===== src/sv/fcp_pkg.sv =====
// Shared types, constants and lookup functions for the framed command parser.
// No dependencies.
package fcp_pkg;

   localparam int ValueBitsDefault = 16;
   localparam int OutBits          = 16;
   localparam int KindCount        = 6;
   localparam int SlotCount        = 9;

   localparam logic [2:0] KindGains   = 3'd0;
   localparam logic [2:0] KindHeading = 3'd1;
   localparam logic [2:0] KindStop    = 3'd2;
   localparam logic [2:0] KindMove    = 3'd3;
   localparam logic [2:0] KindGripper = 3'd4;
   localparam logic [2:0] KindAlign   = 3'd5;

   localparam logic [7:0] CharP     = 8'h50;
   localparam logic [7:0] CharA     = 8'h41;
   localparam logic [7:0] CharS     = 8'h53;
   localparam logic [7:0] CharF     = 8'h46;
   localparam logic [7:0] CharB     = 8'h42;
   localparam logic [7:0] CharZ     = 8'h5A;
   localparam logic [7:0] CharBar   = 8'h7C;
   localparam logic [7:0] CharZero  = 8'h30;
   localparam logic [7:0] CharClose = 8'h3E;
   localparam logic [7:0] CharOpen  = 8'h3C;

   // Frame-end snapshot handed from the parser to the drain stage.
   typedef struct packed {
      logic                                load;
      logic [KindCount-1:0]                mask;
      logic [SlotCount-1:0][OutBits-1:0]   values;
   } snap_type;

   function automatic logic [1:0] field_count(input logic [2:0] kind);
      logic [1:0] n;
      case (kind)
         KindGains:   n = 2'd3;
         KindGripper: n = 2'd2;
         default:     n = 2'd1;
      endcase
      return n;
   endfunction

   function automatic logic [3:0] value_base(input logic [2:0] kind);
      logic [3:0] b;
      case (kind)
         KindGains:   b = 4'd0;
         KindHeading: b = 4'd3;
         KindStop:    b = 4'd4;
         KindMove:    b = 4'd5;
         KindGripper: b = 4'd6;
         KindAlign:   b = 4'd8;
         default:     b = 4'd0;
      endcase
      return b;
   endfunction

endpackage


===== src/sv/fcp_parser.sv =====
// Byte parser: frame tracking, field accumulation and the pending command store.
// Depends on fcp_pkg.
module fcp_parser
   import fcp_pkg::*;
#(
   parameter int VALUE_BITS = ValueBitsDefault
) (
   input  logic       clock,
   input  logic       reset,
   input  logic       accept,
   input  logic [7:0] rx_byte,
   output snap_type   snap
);

   logic                  in_frame_ff, in_frame_in;
   logic                  busy_ff, busy_in;
   logic [2:0]            kind_ff, kind_in;
   logic [1:0]            idx_ff, idx_in;
   logic [VALUE_BITS-1:0] acc_ff, acc_in;
   logic [VALUE_BITS-1:0] hold_ff [2];
   logic [VALUE_BITS-1:0] hold_in [2];
   logic [KindCount-1:0]  pend_valid_ff, pend_valid_in;
   logic [VALUE_BITS-1:0] pend_ff [SlotCount];
   logic [VALUE_BITS-1:0] pend_in [SlotCount];

   logic [VALUE_BITS-1:0] acc_next;
   logic                  letter;
   logic [2:0]            letter_kind;
   logic [2:0]            idx_plus;

   // value*10 + (byte - '0'), wrapping
   assign acc_next = VALUE_BITS'({acc_ff, 3'b000}) + VALUE_BITS'({acc_ff, 1'b0})
                     + VALUE_BITS'(rx_byte) - VALUE_BITS'(CharZero);

   assign idx_plus = {1'b0, idx_ff} + 3'd1;

   always_comb begin
      letter      = 1'b1;
      letter_kind = KindGains;
      case (rx_byte)
         CharP:   letter_kind = KindGains;
         CharA:   letter_kind = KindHeading;
         CharS:   letter_kind = KindStop;
         CharF:   letter_kind = KindMove;
         CharB:   letter_kind = KindGripper;
         CharZ:   letter_kind = KindAlign;
         default: letter = 1'b0;
      endcase
   end

   always_comb begin
      in_frame_in   = in_frame_ff;
      busy_in       = busy_ff;
      kind_in       = kind_ff;
      idx_in        = idx_ff;
      acc_in        = acc_ff;
      hold_in       = hold_ff;
      pend_valid_in = pend_valid_ff;
      pend_in       = pend_ff;
      snap.load     = 1'b0;
      snap.mask     = pend_valid_ff;
      for (int i = 0; i < SlotCount; i++) begin
         snap.values[i] = OutBits'(pend_ff[i]);
      end

      if (accept) begin
         if (!in_frame_ff) begin
            if (rx_byte == CharOpen) begin
               in_frame_in   = 1'b1;
               busy_in       = 1'b0;
               idx_in        = '0;
               acc_in        = '0;
               pend_valid_in = '0;
            end
         end else if (rx_byte == CharClose) begin
            snap.load     = |pend_valid_ff;
            pend_valid_in = '0;
            in_frame_in   = 1'b0;
            busy_in       = 1'b0;
            idx_in        = '0;
            acc_in        = '0;
         end else if (!busy_ff) begin
            if (letter) begin
               busy_in = 1'b1;
               kind_in = letter_kind;
               idx_in  = '0;
               acc_in  = '0;
            end
         end else if (rx_byte == CharBar) begin
            if (idx_plus < {1'b0, field_count(kind_ff)}) begin
               hold_in[idx_ff[0]] = acc_ff;
               idx_in             = idx_plus[1:0];
               acc_in             = '0;
            end else begin
               case (kind_ff)
                  KindGains: begin
                     pend_in[0] = hold_ff[0];
                     pend_in[1] = hold_ff[1];
                     pend_in[2] = acc_ff;
                  end
                  KindGripper: begin
                     pend_in[6] = hold_ff[0];
                     pend_in[7] = acc_ff;
                  end
                  KindHeading: pend_in[3] = acc_ff;
                  KindStop:    pend_in[4] = acc_ff;
                  KindMove:    pend_in[5] = acc_ff;
                  KindAlign:   pend_in[8] = acc_ff;
                  default: ;
               endcase
               pend_valid_in[kind_ff] = 1'b1;
               busy_in = 1'b0;
               idx_in  = '0;
               acc_in  = '0;
            end
         end else begin
            acc_in = acc_next;
         end
      end
   end

   always_ff @(posedge clock) begin
      if (reset) begin
         in_frame_ff   <= 1'b0;
         busy_ff       <= 1'b0;
         idx_ff        <= '0;
         acc_ff        <= '0;
         pend_valid_ff <= '0;
      end else begin
         in_frame_ff   <= in_frame_in;
         busy_ff       <= busy_in;
         idx_ff        <= idx_in;
         acc_ff        <= acc_in;
         pend_valid_ff <= pend_valid_in;
      end
   end

   always_ff @(posedge clock) begin
      kind_ff <= kind_in;
      hold_ff <= hold_in;
      pend_ff <= pend_in;
   end

endmodule


===== src/sv/fcp_drain.sv =====
// Frame-end drain: holds the snapshot and emits one update per cycle into
// the response register while it is empty or being taken. Depends on fcp_pkg.
module fcp_drain
   import fcp_pkg::*;
(
   input  logic                      clock,
   input  logic                      reset,
   input  snap_type                  snap,
   output logic                      busy,
   output logic                      rsp_valid,
   input  logic                      rsp_ready,
   output logic [2:0]                rsp_update_kind,
   output logic signed [OutBits-1:0] rsp_value_a,
   output logic signed [OutBits-1:0] rsp_value_b,
   output logic signed [OutBits-1:0] rsp_value_c,
   output logic                      rsp_last_update
);

   logic [KindCount-1:0]              mask_ff, mask_in;
   logic [SlotCount-1:0][OutBits-1:0] vals_ff, vals_in;
   logic                              valid_ff, valid_in;
   logic [2:0]                        kind_ff, kind_in;
   logic [OutBits-1:0]                a_ff, a_in, b_ff, b_in, c_ff, c_in;
   logic                              last_ff, last_in;

   logic [2:0]           pick;
   logic [KindCount-1:0] rest;
   logic                 fire;

   // lowest pending kind goes first
   always_comb begin
      pick = KindGains;
      for (int k = KindCount - 1; k >= 0; k--) begin
         if (mask_ff[k]) pick = 3'(k);
      end
      rest       = mask_ff;
      rest[pick] = 1'b0;
   end

   assign busy = |mask_ff;
   assign fire = busy && (!valid_ff || rsp_ready);

   always_comb begin
      mask_in  = mask_ff;
      vals_in  = vals_ff;
      valid_in = valid_ff && !rsp_ready;
      kind_in  = kind_ff;
      a_in     = a_ff;
      b_in     = b_ff;
      c_in     = c_ff;
      last_in  = last_ff;
      if (snap.load) begin
         mask_in = snap.mask;
         vals_in = snap.values;
      end else if (fire) begin
         mask_in  = rest;
         valid_in = 1'b1;
         kind_in  = pick;
         last_in  = (rest == '0);
         a_in     = vals_ff[value_base(pick)];
         b_in     = '0;
         c_in     = '0;
         case (pick)
            KindGains: begin
               b_in = vals_ff[1];
               c_in = vals_ff[2];
            end
            KindGripper: b_in = vals_ff[7];
            default: ;
         endcase
      end
   end

   always_ff @(posedge clock) begin
      if (reset) begin
         mask_ff  <= '0;
         valid_ff <= 1'b0;
      end else begin
         mask_ff  <= mask_in;
         valid_ff <= valid_in;
      end
   end

   always_ff @(posedge clock) begin
      vals_ff <= vals_in;
      kind_ff <= kind_in;
      a_ff    <= a_in;
      b_ff    <= b_in;
      c_ff    <= c_in;
      last_ff <= last_in;
   end

   assign rsp_valid       = valid_ff;
   assign rsp_update_kind = kind_ff;
   assign rsp_value_a     = $signed(a_ff);
   assign rsp_value_b     = $signed(b_ff);
   assign rsp_value_c     = $signed(c_ff);
   assign rsp_last_update = last_ff;

endmodule


===== src/sv/framed_command_parser.sv =====
// Framed command parser, top level: parser stage plus frame-end drain stage.
// Depends on fcp_pkg, fcp_parser, fcp_drain.
//
// Request channel (req_valid/req_ready/req_rx_byte) takes one received byte
// per request. Bytes count between '<' and '>'; commands P, A, S, F, B, Z
// with '|'-terminated decimal fields are stored as pending, newest wins.
// Bytes that produce nothing keep the channel at one request per cycle.
// At '>' the pending set is copied into the drain stage. The first update
// then moves into the response register and appears on rsp_*, then one
// update per cycle while rsp_ready is high, in order gains, heading, stop,
// move, gripper, align, with rsp_last_update on the final one. req_ready
// stays low only while the drain stage still holds updates not yet moved
// into the response register; it is high while the last update waits to
// be taken.
// A receiver stall holds the response register and, behind it, the drain.
// Reset clears the frame state, the pending set and the response valid.
module framed_command_parser
   import fcp_pkg::*;
#(
   parameter int VALUE_BITS = ValueBitsDefault
) (
   input  logic                      clock,
   input  logic                      reset,
   input  logic                      req_valid,
   output logic                      req_ready,
   input  logic [7:0]                req_rx_byte,
   output logic                      rsp_valid,
   input  logic                      rsp_ready,
   output logic [2:0]                rsp_update_kind,
   output logic signed [OutBits-1:0] rsp_value_a,
   output logic signed [OutBits-1:0] rsp_value_b,
   output logic signed [OutBits-1:0] rsp_value_c,
   output logic                      rsp_last_update
);

   snap_type snap;
   logic     drain_busy;

   assign req_ready = !drain_busy;

   fcp_parser #(
      .VALUE_BITS(VALUE_BITS)
   ) u_parser (
      .clock   (clock),
      .reset   (reset),
      .accept  (req_valid && req_ready),
      .rx_byte (req_rx_byte),
      .snap    (snap)
   );

   fcp_drain u_drain (
      .clock           (clock),
      .reset           (reset),
      .snap            (snap),
      .busy            (drain_busy),
      .rsp_valid       (rsp_valid),
      .rsp_ready       (rsp_ready),
      .rsp_update_kind (rsp_update_kind),
      .rsp_value_a     (rsp_value_a),
      .rsp_value_b     (rsp_value_b),
      .rsp_value_c     (rsp_value_c),
      .rsp_last_update (rsp_last_update)
   );

endmodule


===== config.mk =====
export PLATFORM = sky130hd
export DESIGN_NAME = framed_command_parser
export DESIGN_NICKNAME = d
export VERILOG_FILES = /design/src/sv/fcp_pkg.sv /design/src/sv/fcp_parser.sv /design/src/sv/fcp_drain.sv /design/src/sv/framed_command_parser.sv
export SDC_FILE = /design/constraint.sdc
export NUM_CORES = 1
export LEC_CHECK = 0
export ABC_AREA = 1
export BUFFER_PORTS_ARGS = -buffer_cell sky130_fd_sc_hd__buf_2
export CORE_MARGIN = 3
export CORE_UTILIZATION = 40
export DETAILED_ROUTE_END_ITERATION = 7
export HOLD_SLACK_MARGIN = 0.03
export PLACE_DENSITY = 0.64
export SETUP_SLACK_MARGIN = 0.4
export SLEW_MARGIN = 20
export SYNTH_ARGS = -nofsm -noshare
export SYNTH_HDL_FRONTEND = slang
export SYNTH_SLANG_ARGS = --single-unit

===== constraint.sdc =====
create_clock -name clock -period 29.9 [get_ports clock]
set_input_delay 8.97 -clock clock [delete_from_list [all_inputs] [get_ports clock]]
set_output_delay 8.97 -clock clock [all_outputs]
set_load 0.05 [all_outputs]

Yosys cells after proc, flatten, opt, wreduce, memory -nomap -nowiden
Index checks and enable logic that the tools add are counted.

word-level totals
  flip-flop bits (word level) = 408
  output and inout port bits = 54
  logic and storage cells = 171

operators by class
  add/subtract/negate cells = 4
  magnitude comparators = 8
  equality and inequality tests = 24
  multiplexer cells = 63
  bitwise gates (word level) = 8
  reductions and logical operators = 31

operator list
  operator                                              count
  2-to-1 mux 16 bit                                     8
  binary-select mux 16 bit (select 4 bit)               1
  equality test 8 x 7 -> 1 bit (second input constant)  7
  2-to-1 mux 6 bit                                      8
  AND reduction 7 bit                                   6
  bitwise mux 32 bit                                    1
  one-hot mux 16 bit (2 select lines)                   1
  2-to-1 mux 2 bit                                      12
  one-hot mux 4 bit (5 select lines)                    1
  2-to-1 mux 1 bit                                      18
  2-to-1 mux 3 bit                                      6
  OR reduction 6 bit                                    3
  adder 16 bit                                          1
  adder 16 x 8 -> 16 bit                                1
  demux 16 bit (select 1 bit)                           1
  equality test 8 x 6 -> 1 bit (second input constant)  2
  subtractor 16 x 6 -> 16 bit (second input constant)   1
  one-hot mux 3 bit (5 select lines)                    1
  equality test 3 x 2 -> 1 bit (second input constant)  4
  equality test 3 bit (second input constant)           4
  AND reduction 5 bit                                   2
  != test 3 bit (second input constant)                 3
  < comparator 3 x 4 -> 1 bit (second input constant)   2
  2-to-1 mux 4 bit                                      2
  25 further kinds                                      42

Longest topological paths before layout
  depth after elaboration = 14
  mapped depth = 17

Cells and area by module
A second synthesis with hierarchy kept.

unflattened totals
  cells, all modules = 1379
  area, all modules = 16754.8 µm²

by module, submodules not included
  module                 times used  cells each  area each (µm²)
  fcp_drain              1           754         8531.9
  fcp_parser             1           622         8209.1
  framed_command_parser  1           3           13.8

Worst setup path after synthesis
Ideal clock, no wire load.

  path type = input to register
  from = in req_rx_byte[7]
  to = reg u_drain.vals_ff[0] in the netlist's numbering, enable pin
  library setup time = 0.651 ns
  arrival time = 15.501 ns
  data required time = 29.249 ns
  slack = 13.748 ns
  cell stages on the path = 7
  path through = inv_1 > nand2_1 > nor2_1 > nand2_1 > inv_1 > nand3_1 > nor2_1

RTL lines
  item                    line                         RTL
  start: declaration      framed_command_parser.sv:26  input logic [7:0] req_rx_byte,
  end signal: assignment  fcp_drain.sv:85              vals_ff <= vals_in;
  end: declaration        fcp_drain.sv:20              logic [SlotCount-1:0][OutBits-1:0] vals_ff, vals_in;

==> impl_results.md <==
- Worst path bufs/invs: 5
- Leak: 0.00703 µW
- Cts repair resizes: 0
- Net Count, Synth: 1268
- Worst-margin pin slew: 1.01 ns
- Yosys warns: 0
- Nets: 1364
- Clock Sinks: 408
- First-pass GRT wire length: 47800 µm
- Skew-Pair Late Insertion Delay: 0.53 ns
- Hold crit path type: flip-flop to flip-flop
- Netlist cell types: 36
- Post-Place Cells: 1784
- Area of the mapped netlist: 0.0158 mm²
- Area of placed instances: 0.0168 mm²
- Antenna cells: 0
- Max Cap Violations: 0
- Period utilization: 38.1%
- WL/cell: 16.2 µm
- Worst Setup Start Kind: input pin
- Crit path from: req_rx_byte[7]
- Setup WS pre-CTS: 17.91 ns
- Clk buf depth: 3
- Initial Util: 40.7%
- Status: finished clean
- Post-CTS Setup Inserts: 0
- H-Tree Depth: 2
- CTS tree: built
- TritonCTS Buffers: 41
- CP max FO: 80
- GRT Util Overall: 14.5%
- Die Span Y: 205 µm
- Synth Instances: 1214
- Clock-pin slew on the worst setup and hold paths: 0.06 ns
- DIE AREA: 0.0420 mm²
- Slew Viols, Final: 0
- RSZ-0062 raised after global routing: no
- Die width: 205 µm
- DR pass1 iterations: 5
- CP max stage cell: buf_4
- Final Hold Fails: 0
- Pin count of the biggest net entering global routing: 81
- Final GP Congestion: 0.807
- DRC: 0
- CP arrival: 11.54 ns
- Minimum clock period: 11.39 ns
- CP delay by family, top: buffers and inverters
- Post-DRT Antenna Nets: 0
- # setup viols final: 0
- Post-route design area: 0.0183 mm²
- WP data required: 30.04 ns
- Vias post-DR: 8846
- Vias in the first global route: 8726
- I/O pins: 66
- Synth Register Bits: 408
- GRT overflow: 0
- Cell Chain, Critical Path: buf_2 > inv_1 > nand2_1 > nor2_1 > nand2_1 > inv_1 > nand3_1 > nor2_4 > buf_4 > buf_4
- Ys async rst share: 0%
- Relative slew slack: 32.5%
- Area Overhead vs Synth: 15.5%
- Via/cell ratio: 4.75
- # rows: 72
- IO Port Bufs: 65
- Finished Layout Cells: 1861
- Post-synth EDFFs: 375
- Max VDD drop: 0.0391 mV
- Initial antenna violation count: 0
- Setup TNS: 0 ns
- Layout cells sized above 1: 12.1%
- Crit Reg-Reg Startpoint: u_drain.mask_ff[4]
- CP peak stage delay: 0.81 ns
- Routed wire length: 30100 µm
- Pwr/cell area: 63.3 mW/mm²
- Worst Skew: 0.0147 ns
- Fmax: 87.8 MHz
- Top FF cell, synth: edfxtp_1
- Register area share after synthesis: 75.4%
- Final setup margin: 18.51 ns
- Syn Area/Cell: 13.0 µm²
- Hold wc startpoint: u_parser.snap[132]
- CTS hold repair buffers: 0
- CTS Root Cell: clkbuf_16
- Starting DRC count in detailed routing: 640
- Core area: 0.0388 mm²
- Worst setup EP type: flip-flop
- Crit path kind: input pin to flip-flop
- Post-DP HPWL: 18600 µm
==> worst reg2reg max path: stages (launching register included) <==
cell     delay [ns]
dfxtp_1        0.35
nor2_1         0.24
nand3_1        0.16
nor2_1         0.23
nand3_1        0.25
nor2_4         0.14
buf_4          0.77
buf_4          0.83
==> routing by layer <==
| metal | wire, µm | part of all wire [%] | vias to the layer above | track usage [%] |
|---|---|---|---|---|
| met4 | 668 | 2.2 | 0 | 4.00 |
| met1 | 13300 | 44 | 4273 | 19.6 |
| met2 | 14600 | 49 | 194 | 24.5 |
| li1 | - | - | 4326 | - |
| met5 | 0 | 0 | - | 0 |
| met3 | 1450 | 4.8 | 53 | 2.54 |
==> cell type report <==
cell class,count,area (µm²)
flip-flops and latches,408,11900
inverters,204,766
repair buffers,80,445
fillers,3382,20500
multi-input cells,575,3070
well taps,518,648
clock inverters,21,298
clock buffers,55,1130
==> cells by family after synthesis <==
family                     after synthesis  share of synthesized area (%)
xor gates and xnor gates                10                          0.554
adders and majority gates               42                           3.65
AOI/OAI and AO/OA                      112                           3.78
buffers and inverters                  231                           5.65
and+or+nand+nor                        411                           11.0
DFF                                    408                           75.4
==> state kept, by name, summed over array words and instances (netlist names) <==
signal and flops:
u_parser.pend_valid_ff 6, u_parser.in_frame_ff 1, u_parser.idx_ff 2, u_parser.hold_ff 32
u_drain.mask_ff 6, u_parser.acc_ff 16, u_drain.rsp_value_a 16, u_drain.rsp_value_b 16
u_drain.vals_ff 144, u_parser.busy_ff 1, u_drain.rsp_valid 1, u_parser.kind_ff 3
u_parser.snap 144, u_drain.rsp_update_kind 3, u_drain.rsp_value_c 16, u_drain.rsp_last_update 1
==> placed cells by master (no fill, tap or decap), drive strengths merged <==
cell type / instances
a21o: 2
a21oi: 56
a221oi: 1
a31oi: 1
and2: 1
and3: 1
buf: 80
bufinv: 7
clkbuf: 55
clkinv: 13
clkinvlp: 2
dfxtp: 33
edfxtp: 375
fa: 7
ha: 35
inv: 203
nand2: 213
nand3: 55
nand3b: 1
nand4: 24
nor2: 101
nor3: 10
nor4: 5
o211ai: 2
o21ai: 47
o21bai: 2
o31ai: 1
xnor2: 7
xor2: 3
==> cells in the mapped netlist (all sizes together) (2+ instances only) <==
master | instances | area (µm²)
a21o | 2 | 15.0
nor2 | 101 | 404
xnor2 | 7 | 61.3
o21bai | 2 | 15.0
ha | 35 | 438
nor3 | 10 | 50.1
nand2 | 213 | 810
edfxtp | 375 | 11300
nand3 | 55 | 275
fa | 7 | 140
a21oi | 56 | 292
xor2 | 3 | 26.3
clkinv | 2 | 7.51
o211ai | 2 | 15.0
nand4 | 24 | 150
o21ai | 47 | 239
inv | 202 | 758
clkbuf | 16 | 60.1
dfxtp | 33 | 661
buf | 11 | 68.8
nor4 | 5 | 31.3
==> worst paths after layout <==
kind / end / slack (ns) / cells past startpoint
hold reg to reg: u_drain.vals_ff[132] / 0.41 / 0
setup reg to reg: u_drain.vals_ff[41] / 26.53 / 7
hold / removal: u_drain.vals_ff[132] / 0.41 / 0
setup / recovery: u_drain.vals_ff[41] / 18.51 / 10
==> metrics by stage <==
step / hold slack (ns) / total power, µW / utilization [%]
floorplan: 0.400 / 633 / -
global placement: 0.400 / 636 / 43.4
detailed placement: 0.405 / 636 / 43.4
CTS: 0.413 / 1170 / 47.0
global route: 0.420 / 1200 / 47.1
finish: 0.411 / 1160 / 47.1
==> report_power, final <==
part | internal, µW | switching, µW | total [µW]
logic | 3.82 | 7.01 | 10.8
clock network | 328 | 205 | 533
registers | 613 | 0.0147 | 613
No activity file was read; power rests on OpenSTA's default activity.
